[src/rtl/core/dupf_pkg.sv]
`default_nettype none
package dupf_pkg;

   // operation codes
   localparam logic [1:0] FUNC_ADD    = 2'd0;
   localparam logic [1:0] FUNC_REMOVE = 2'd1;
   localparam logic [1:0] FUNC_LOOKUP = 2'd2;

   // result status codes
   localparam logic [1:0] STATUS_DONE      = 2'd0;
   localparam logic [1:0] STATUS_NOT_FOUND = 2'd1;
   localparam logic [1:0] STATUS_FULL      = 2'd2;

   typedef struct packed {
      logic [1:0]  func;
      logic [31:0] header_crc;
      logic [31:0] msgid_crc;
   } req_type;

   typedef struct packed {
      logic       is_duplicate;
      logic [1:0] status;
   } rsp_type;

   // one table entry: flags and both keys in one memory word
   typedef struct packed {
      logic        valid;
      logic        header_live;
      logic        msgid_live;
      logic [31:0] header;
      logic [31:0] msgid;
   } entry_type;

   typedef enum logic [1:0] {
      ST_CLEAR,
      ST_IDLE,
      ST_SCAN,
      ST_PURGE
   } state_type;

endpackage
`default_nettype wire

[src/rtl/core/two_key_duplicate_filter_table.sv]
// channel | ports                        | transfer when
// --------+------------------------------+-------------------------------
// request | start, busy, req_item        | rising edge with start && !busy
// result  | rsp_valid, rsp_item          | rising edge ending a cycle with rsp_valid
//
// every add, remove or lookup is a scan of the entry memory, one entry per
// cycle over a single read port with a registered read
// add stops at the first free slot and lookup at the first duplicate hit
// remove scans for the exact pair, then runs a second read-modify-write pass
// over all entries to free its slot and clear live marks of matching keys
// reset starts a clearing pass over all entries with busy high
// the result strobe lasts one cycle and the receiver cannot hold it off
`default_nettype none
module two_key_duplicate_filter_table #(
   parameter int DEPTH = 64
) (
   input  wire                   clock,
   input  wire                   reset,
   input  wire                   start,
   output logic                  busy,
   input  dupf_pkg::req_type     req_item,
   output logic                  rsp_valid,
   output dupf_pkg::rsp_type     rsp_item
);
   import dupf_pkg::*;

   localparam int AW = $clog2(DEPTH);
   localparam logic [AW-1:0] LAST_IDX = AW'(DEPTH - 1);

   // entry store, whole entries cleared to zero by the pass after reset
   entry_type entry_mem [DEPTH];

   state_type     state_ff, state_in;
   logic [AW-1:0] idx_ff, idx_in;        // read issue index
   logic          issue_ff, issue_in;    // reads still to issue in this pass
   logic          q_vld_ff;              // read data valid this cycle
   logic [AW-1:0] q_addr_ff;
   entry_type     q_data_ff;
   req_type       req_ff, req_in;
   logic [AW-1:0] hit_ff, hit_in;        // slot of the pair being removed
   logic          rsp_valid_ff, rsp_valid_in;
   rsp_type       rsp_ff, rsp_in;

   logic          rd_en;
   logic          wr_en;
   logic [AW-1:0] wr_addr;
   entry_type     wr_data;
   logic          finish;
   logic          hdr_eq, mid_eq, q_last, dup_hit, idx_last;
   entry_type     add_data, purge_data;

   // compares against the entry coming out of the memory
   assign hdr_eq   = (q_data_ff.header == req_ff.header_crc);
   assign mid_eq   = (q_data_ff.msgid == req_ff.msgid_crc);
   assign q_last   = (q_addr_ff == LAST_IDX);
   assign idx_last = (idx_ff == LAST_IDX);
   assign dup_hit  = q_data_ff.valid &&
                     (((req_ff.header_crc != 32'd0) && q_data_ff.header_live && hdr_eq) ||
                      ((req_ff.msgid_crc != 32'd0) && q_data_ff.msgid_live && mid_eq));

   // new entry: zero keys are stored but never live
   always_comb begin
      add_data.valid       = 1'b1;
      add_data.header_live = (req_ff.header_crc != 32'd0);
      add_data.msgid_live  = (req_ff.msgid_crc != 32'd0);
      add_data.header      = req_ff.header_crc;
      add_data.msgid       = req_ff.msgid_crc;
   end

   // purge pass: free the removed slot, drop live marks of matching keys
   always_comb begin
      purge_data = q_data_ff;
      if (q_addr_ff == hit_ff) begin
         purge_data.valid       = 1'b0;
         purge_data.header_live = 1'b0;
         purge_data.msgid_live  = 1'b0;
      end else if (q_data_ff.valid) begin
         if (hdr_eq) begin
            purge_data.header_live = 1'b0;
         end
         if (mid_eq) begin
            purge_data.msgid_live = 1'b0;
         end
      end
   end

   always_comb begin
      state_in     = state_ff;
      idx_in       = idx_ff;
      issue_in     = issue_ff;
      req_in       = req_ff;
      hit_in       = hit_ff;
      rsp_valid_in = 1'b0;
      rsp_in       = rsp_ff;
      rd_en        = 1'b0;
      wr_en        = 1'b0;
      wr_addr      = q_addr_ff;
      wr_data      = q_data_ff;
      finish       = 1'b0;

      case (state_ff)
         ST_CLEAR: begin
            // one entry per cycle after reset
            wr_en   = 1'b1;
            wr_addr = idx_ff;
            wr_data = '0;
            idx_in  = idx_ff + 1'b1;
            if (idx_last) begin
               idx_in   = '0;
               state_in = ST_IDLE;
            end
         end

         ST_IDLE: begin
            if (start) begin
               req_in   = req_item;
               idx_in   = '0;
               issue_in = 1'b1;
               case (req_item.func)
                  FUNC_ADD, FUNC_REMOVE, FUNC_LOOKUP: begin
                     state_in = ST_SCAN;
                  end
                  default: begin
                     // unused code: answer at once, nothing changes
                     issue_in     = 1'b0;
                     rsp_valid_in = 1'b1;
                     rsp_in       = '0;
                  end
               endcase
            end
         end

         ST_SCAN: begin
            if (q_vld_ff) begin
               case (req_ff.func)
                  FUNC_ADD: begin
                     if (!q_data_ff.valid) begin
                        wr_en   = 1'b1;
                        wr_data = add_data;
                        finish  = 1'b1;
                        rsp_in  = '{is_duplicate: 1'b0, status: STATUS_DONE};
                     end else if (q_last) begin
                        finish = 1'b1;
                        rsp_in = '{is_duplicate: 1'b0, status: STATUS_FULL};
                     end
                  end
                  FUNC_REMOVE: begin
                     if (q_data_ff.valid && hdr_eq && mid_eq) begin
                        // exact pair found: restart the scan as a purge pass
                        hit_in   = q_addr_ff;
                        state_in = ST_PURGE;
                        idx_in   = '0;
                        issue_in = 1'b1;
                     end else if (q_last) begin
                        finish = 1'b1;
                        rsp_in = '{is_duplicate: 1'b0, status: STATUS_NOT_FOUND};
                     end
                  end
                  FUNC_LOOKUP: begin
                     if (dup_hit) begin
                        finish = 1'b1;
                        rsp_in = '{is_duplicate: 1'b1, status: STATUS_DONE};
                     end else if (q_last) begin
                        finish = 1'b1;
                        rsp_in = '{is_duplicate: 1'b0, status: STATUS_DONE};
                     end
                  end
                  default: begin
                     finish = 1'b1;
                     rsp_in = '0;
                  end
               endcase
            end
            // keep issuing reads unless this pass just ended
            if (issue_ff && !finish && (state_in == ST_SCAN)) begin
               rd_en  = 1'b1;
               idx_in = idx_ff + 1'b1;
               if (idx_last) begin
                  issue_in = 1'b0;
               end
            end
         end

         ST_PURGE: begin
            if (q_vld_ff) begin
               wr_en   = 1'b1;
               wr_data = purge_data;
               if (q_last) begin
                  finish = 1'b1;
                  rsp_in = '{is_duplicate: 1'b0, status: STATUS_DONE};
               end
            end
            // next read goes to a later slot than the write-back, no hazard
            if (issue_ff) begin
               rd_en  = 1'b1;
               idx_in = idx_ff + 1'b1;
               if (idx_last) begin
                  issue_in = 1'b0;
               end
            end
         end

         default: begin
            state_in = ST_IDLE;
         end
      endcase

      if (finish) begin
         rsp_valid_in = 1'b1;
         state_in     = ST_IDLE;
         issue_in     = 1'b0;
      end
   end

   // control state
   always_ff @(posedge clock) begin
      if (reset) begin
         state_ff     <= ST_CLEAR;
         idx_ff       <= '0;
         issue_ff     <= 1'b0;
         q_vld_ff     <= 1'b0;
         rsp_valid_ff <= 1'b0;
      end else begin
         state_ff     <= state_in;
         idx_ff       <= idx_in;
         issue_ff     <= issue_in;
         q_vld_ff     <= rd_en;
         rsp_valid_ff <= rsp_valid_in;
      end
   end

   // payload registers
   always_ff @(posedge clock) begin
      req_ff    <= req_in;
      hit_ff    <= hit_in;
      rsp_ff    <= rsp_in;
      q_addr_ff <= idx_ff;
   end

   // entry memory: one write port, one registered read port
   always_ff @(posedge clock) begin
      if (wr_en) begin
         entry_mem[wr_addr] <= wr_data;
      end
      if (rd_en) begin
         q_data_ff <= entry_mem[idx_ff];
      end
   end

   assign busy      = (state_ff != ST_IDLE);
   assign rsp_valid = rsp_valid_ff;
   assign rsp_item  = rsp_ff;

endmodule
`default_nettype wire

[config.mk]
export PLATFORM = sky130hd
export DESIGN_NAME = two_key_duplicate_filter_table
export DESIGN_NICKNAME = d
export VERILOG_FILES = /design/src/rtl/core/dupf_pkg.sv /design/src/rtl/core/two_key_duplicate_filter_table.sv
export SDC_FILE = /design/constraint.sdc
export NUM_CORES = 2
export LEC_CHECK = 0
export BUFFER_PORTS_ARGS = -buffer_cell sky130_fd_sc_hd__buf_4
export CORE_MARGIN = 2
export CORE_UTILIZATION = 41
export CTS_CLUSTER_SIZE = 14
export DETAILED_ROUTE_END_ITERATION = 8
export PLACE_DENSITY_LB_ADDON = 0.15
export SLEW_MARGIN = 0
export SYNTH_ARGS = -nofsm -noshare
export SYNTH_HDL_FRONTEND = slang
export SYNTH_MEMORY_MAX_BITS = 65536
export SYNTH_SLANG_ARGS = --single-unit
[constraint.sdc]
create_clock -name clock -period 13.81 [get_ports clock]
set_clock_uncertainty 0.15 [all_clocks]
set_input_delay 0.6905 -clock clock [delete_from_list [all_inputs] [get_ports clock]]
set_output_delay 0.6905 -clock clock [all_outputs]
set_load 0.03 [all_outputs]
==> Yosys cells after proc, flatten, opt, wreduce, memory -nomap -nowiden <==
Memory sizes are Yosys's and may differ from the RTL's. A register that Yosys moved wholly into a read port is not among the register bits.
Index checks and enable logic that the tools add are counted.
{ "classes": {"n_mux": 73, "eq_ne": 30, "n_reduce_logical": 28, "addsub": 1} }
{ "op_table": {"columns": ["operator", "n"], "rows": [
  ["two-way mux 67 bit", 3],
  ["case mux 67 bit (3 select lines)", 1],
  ["two-way mux 66 bit", 1],
  ["== test 32 bit", 2],
  ["nonzero test 32 bit", 2],
  ["two-way mux 6 bit", 8],
  ["two-way mux 1 bit", 32],
  ["two-way mux 3 bit", 10],
  ["case mux 6 bit (4 select lines)", 1],
  ["!= test 3 bit (second input constant)", 7],
  ["two-way mux 2 bit", 9],
  ["case mux 3 bit (3 select lines)", 2],
  ["!= test 2 bit (second input constant)", 7],
  ["== test 6 bit (second input constant)", 2],
  ["AND reduction 4 bit", 3],
  ["== test 2 bit (second input constant)", 5],
  ["logical AND 1 bit", 9],
  ["case mux 1 bit (3 select lines)", 3],
  ["AND reduction 8 bit", 1],
  ["adder 6 x 1 -> 6 bit (second input constant)", 1],
  ["== test 2 x 1 -> 1 bit (second input constant)", 3],
  ["== test 6 bit", 1],
  ["logical NOT 2 bit", 3],
  ["case mux 2 bit (3 select lines)", 1],
  ["other kinds (12)", 15]
]} }
{ "word_totals": {"output_inout_bits": 5, "mem_count": 1, "elab_cells": 146, "reg_bits": 92, "mem_bits_rw": 4288} }
{ "mem_list": {"columns": ["memory", "words", "width", "rd", "rd_ports_with_merged_regs", "wr", "line_no", "text"], "rows": [
  ["entry_mem", 64, 67, 1, 1, 1, "two_key_duplicate_filter_table.sv:31", "entry_type entry_mem [DEPTH];"]
]} }

==> Depth between registers and ports, before layout <==
{ "depth": {"ltp_word": 14, "mapped_depth": 10, "depth_no_buf": 9} }

==> Least setup slack after synthesis <==
OpenSTA, ideal clock, no wires.
{ "synth_timing": {"kind": "register -> register", "start": "reg idx_ff[1]", "end": "mem entry_mem[11][0] in the netlist's numbering, enable pin", "stages_incl_launch_ff": 9, "period_less_slack_ps": 5312, "slack_ps": 8498, "t_arrival_ps": 4670, "required_time_ps": 13167, "setup_ps": 493, "cell_sequence": "dfxtp_1 > clkbuf_1 > clkbuf_1 > clkbuf_1 > buf_1 > nand3b_1 > o21ai_0 > nand2_1 > nor2_1"} }
{ "synth_via": {"elab_chain_len": 1} }
{ "synth_lines": {"columns": ["item", "line_no", "text"], "rows": [
  ["start, declared", "two_key_duplicate_filter_table.sv:34", "logic [AW-1:0] idx_ff, idx_in;"],
  ["start signal, assigned", "two_key_duplicate_filter_table.sv:225", "idx_ff <= idx_in;"],
  ["two-way mux 6 bit", "two_key_duplicate_filter_table.sv:101", "case (state_ff)"],
  ["end, declared", "two_key_duplicate_filter_table.sv:31", null]
]} }
Every way passes these cells.

==> out/metrics.yaml <==
clkTransAtPathRegs_ns: 0.06
slew_viol_final: 0
cts_resized: 0
cts_made_buffers: 461
dp_hpwl_mm: 249
placed_area_um2: 178000
setup_violations: 0
post-route-util: 0.471
synthTopCellsByCount: "edfxtp_1 (4430), mux4_2 (1407), clkbuf_1 (228), nor2_1 (86), buf_2 (69)"
dp_cells: 12100
htree_levels: 5
critical_path.cell_chain: "buf_4 > buf_4 > buf_4 > buf_4 > mux4_2 > mux4_2 > mux4_2"
cp_max_fo: 45
cts_buffer_depth: 4
async_flop_share: 0
synth_mux_area_frac: 0.187
powerDensity_nw_per_um2: 186
fmax_mhz: 158
crit_type: "register to register"
slew_headroom: 0.191
ios: 74
path_common_cell: "buf_4"
syn2layout_area_growth_pct: 14.1
synth-edff-count: 4430
vias: 79100
row_count: 235
fin_crit_sh: 0.459
worstPathRequired_ns: 14.37
fin_area_um2: 193000
hold_viol: 0
grt_pass1_vias: 79400
cp.arrival_ns: 6.90
min_path_type: "primary input to register"
route.final.wire_length_mm: 498
cts_tree: "yes"
portBuffers: 73
die_w_um: 646
synth.avg_cell_area_um2: 25.5
cts.sinks: 4447
place_congestion: 0.808
grt_pass1_wl_mm: 679
end_kind: "register"
synth_top_family_by_area: "multiplexers"
synth_xor_area_frac: 0.00362
status: "finished, final reports clean"
vdd.ir_drop.worst_mv: 0.483
p_leak_nw: 58.8
synth_compound_area_frac: 0.00600
die_height_um: 646
final_antenna_net_count: 0
synth_area_leader_cell: "edfxtp_1"
synth_top_area_frac: 0.786
power_mw: 35.9
core_um2: 410000
pre_cts_ws_ns: 7.30
fin_nets: 7240
yosysWarningCount: 0
postCtsSetupBuffers: 0
setup_ws_ns: 7.47
ys_seq_area_frac: 0.788
overflow: 0
routedWlPerCell_um: 38.3
worst_slew_pin_slew_ns: 1.21
instances_no_fill: 13000
start_util: 0.413
tns_ns: 0
maxCapViolCount: 0
synthFlopType: "edfxtp_1"
ys_ff_latch: 4447
hold_slack_ns: 0.312
yosys.area_share.adder: 0.000370
first_pass_iters: 5
synth_area_leaders: "edfxtp_1 (79%), mux4_2 (19%), clkbuf_1 (0.51%), a22o_1 (0.34%), xor2_1 (0.33%)"
yosys.area_share.simple: 0.00600
syn_nets: 6701
insertion_delay_ns: 0.99
rsz0062_at_grt: "no"
drcViolationCount: 0
grt.total_usage: 0.238
hold_buffers: 68
synth.most_common_cell: "edfxtp_1"
drive_gt1_frac: 0.325
cp_slowest_cell: "buf_4"
antenna_found_initial: 21
syn_area_um2: 169000
grt_max_degree: 138
yosysUniqueCellTypes: 49
critPathMaxStageDelay_ns: 0.84
critPathBufInv: 4
cp-start-kind: "register"
drt_iter0_drc: 11600
period_minus_slack_ns: 6.34
critical-path-top-delay-family: "buffers and inverters"
syn_inst: 6627
vias_per_cell: 6.08
clock_tree.root_cell: "clkbuf_16"
die-area_um2: 418000
[path summary, 6_finish.rpt]
kind	from	to	slack, ns	cells past startpoint
worst max-delay path	idx_ff[0]$_SDFFE_PP0P_	purge_data[37]$_DFFE_PP_	7.47	7
worst min-delay path	req_item[10]	add_data[10]$_DFFE_PP_	0.31	2
worst max register to register	idx_ff[0]$_SDFFE_PP0P_	purge_data[37]$_DFFE_PP_	7.47	7
worst min register to register	q_addr_ff[0]$_DFF_P_	hit_ff[0]$_DFFE_PP_	0.38	0
[where the power goes]
part	internal [mW]	switching, mW	leakage [nW]	total, mW
sequential	16.2	0.181	40.9	16.4
clock	6.78	5.18	7.02	12.0
combinational	3.32	4.19	10.9	7.51
[layout make-up]
cell class              count  area [um2]
diodes                      7        17.5
clock buffers             601       12300
clock inverters           252        2090
fillers                 33200      217000
inverters                  12        45.0
multi-input cells        1827       34900
flip-flops and latches   4447      133000
well taps                5451        6820
repair buffers            417        3480
[logic make-up after synthesis]
group / count (synthesis)
adder cells (fa/ha/maj): 5
AND/OR/NAND/NOR: 209
buffers and inverters: 353
flip-flops: 4447
multiplexers: 1410
AO/OA/AOI/OAI: 133
XOR/XNOR: 70
[state kept, by name (all words and copies together), names as in the netlist, 2 cells and up]
| name | flops |
|---|---|
| purge_data | 64 |
| req_ff | 2 |
| entry_mem | 4288 |
| state_ff | 2 |
| idx_ff | 6 |
| q_data_ff | 3 |
| q_addr_ff | 6 |
| hit_ff | 6 |
| add_data | 64 |
| rsp_item | 3 |
[layer usage]
metal,routed length (um),track usage,vias to the layer above
met3,33300,0.0312,683
li1,-,-,30300
met2,246000,0.392,3356
met4,13800,0.0619,0
met1,206000,0.336,44800
met5,0,0,-
[cells in the final DEF, fill, tap and decap left out, types with 22 or more instances in the layout]
cell type	n
clkbuf_1	128
clkinv_1	114
clkbuf_16	469
dlygate4sd3_1	68
clkinv_2	79
a22o_1	65
nand2_1	33
buf_4	335
nor2_1	22
mux4_2	1407
nor4_1	31
xor2_1	63
nor2_4	64
bufinv_16	29
edfxtp_1	4430
(Power assumes the default switching activity.)
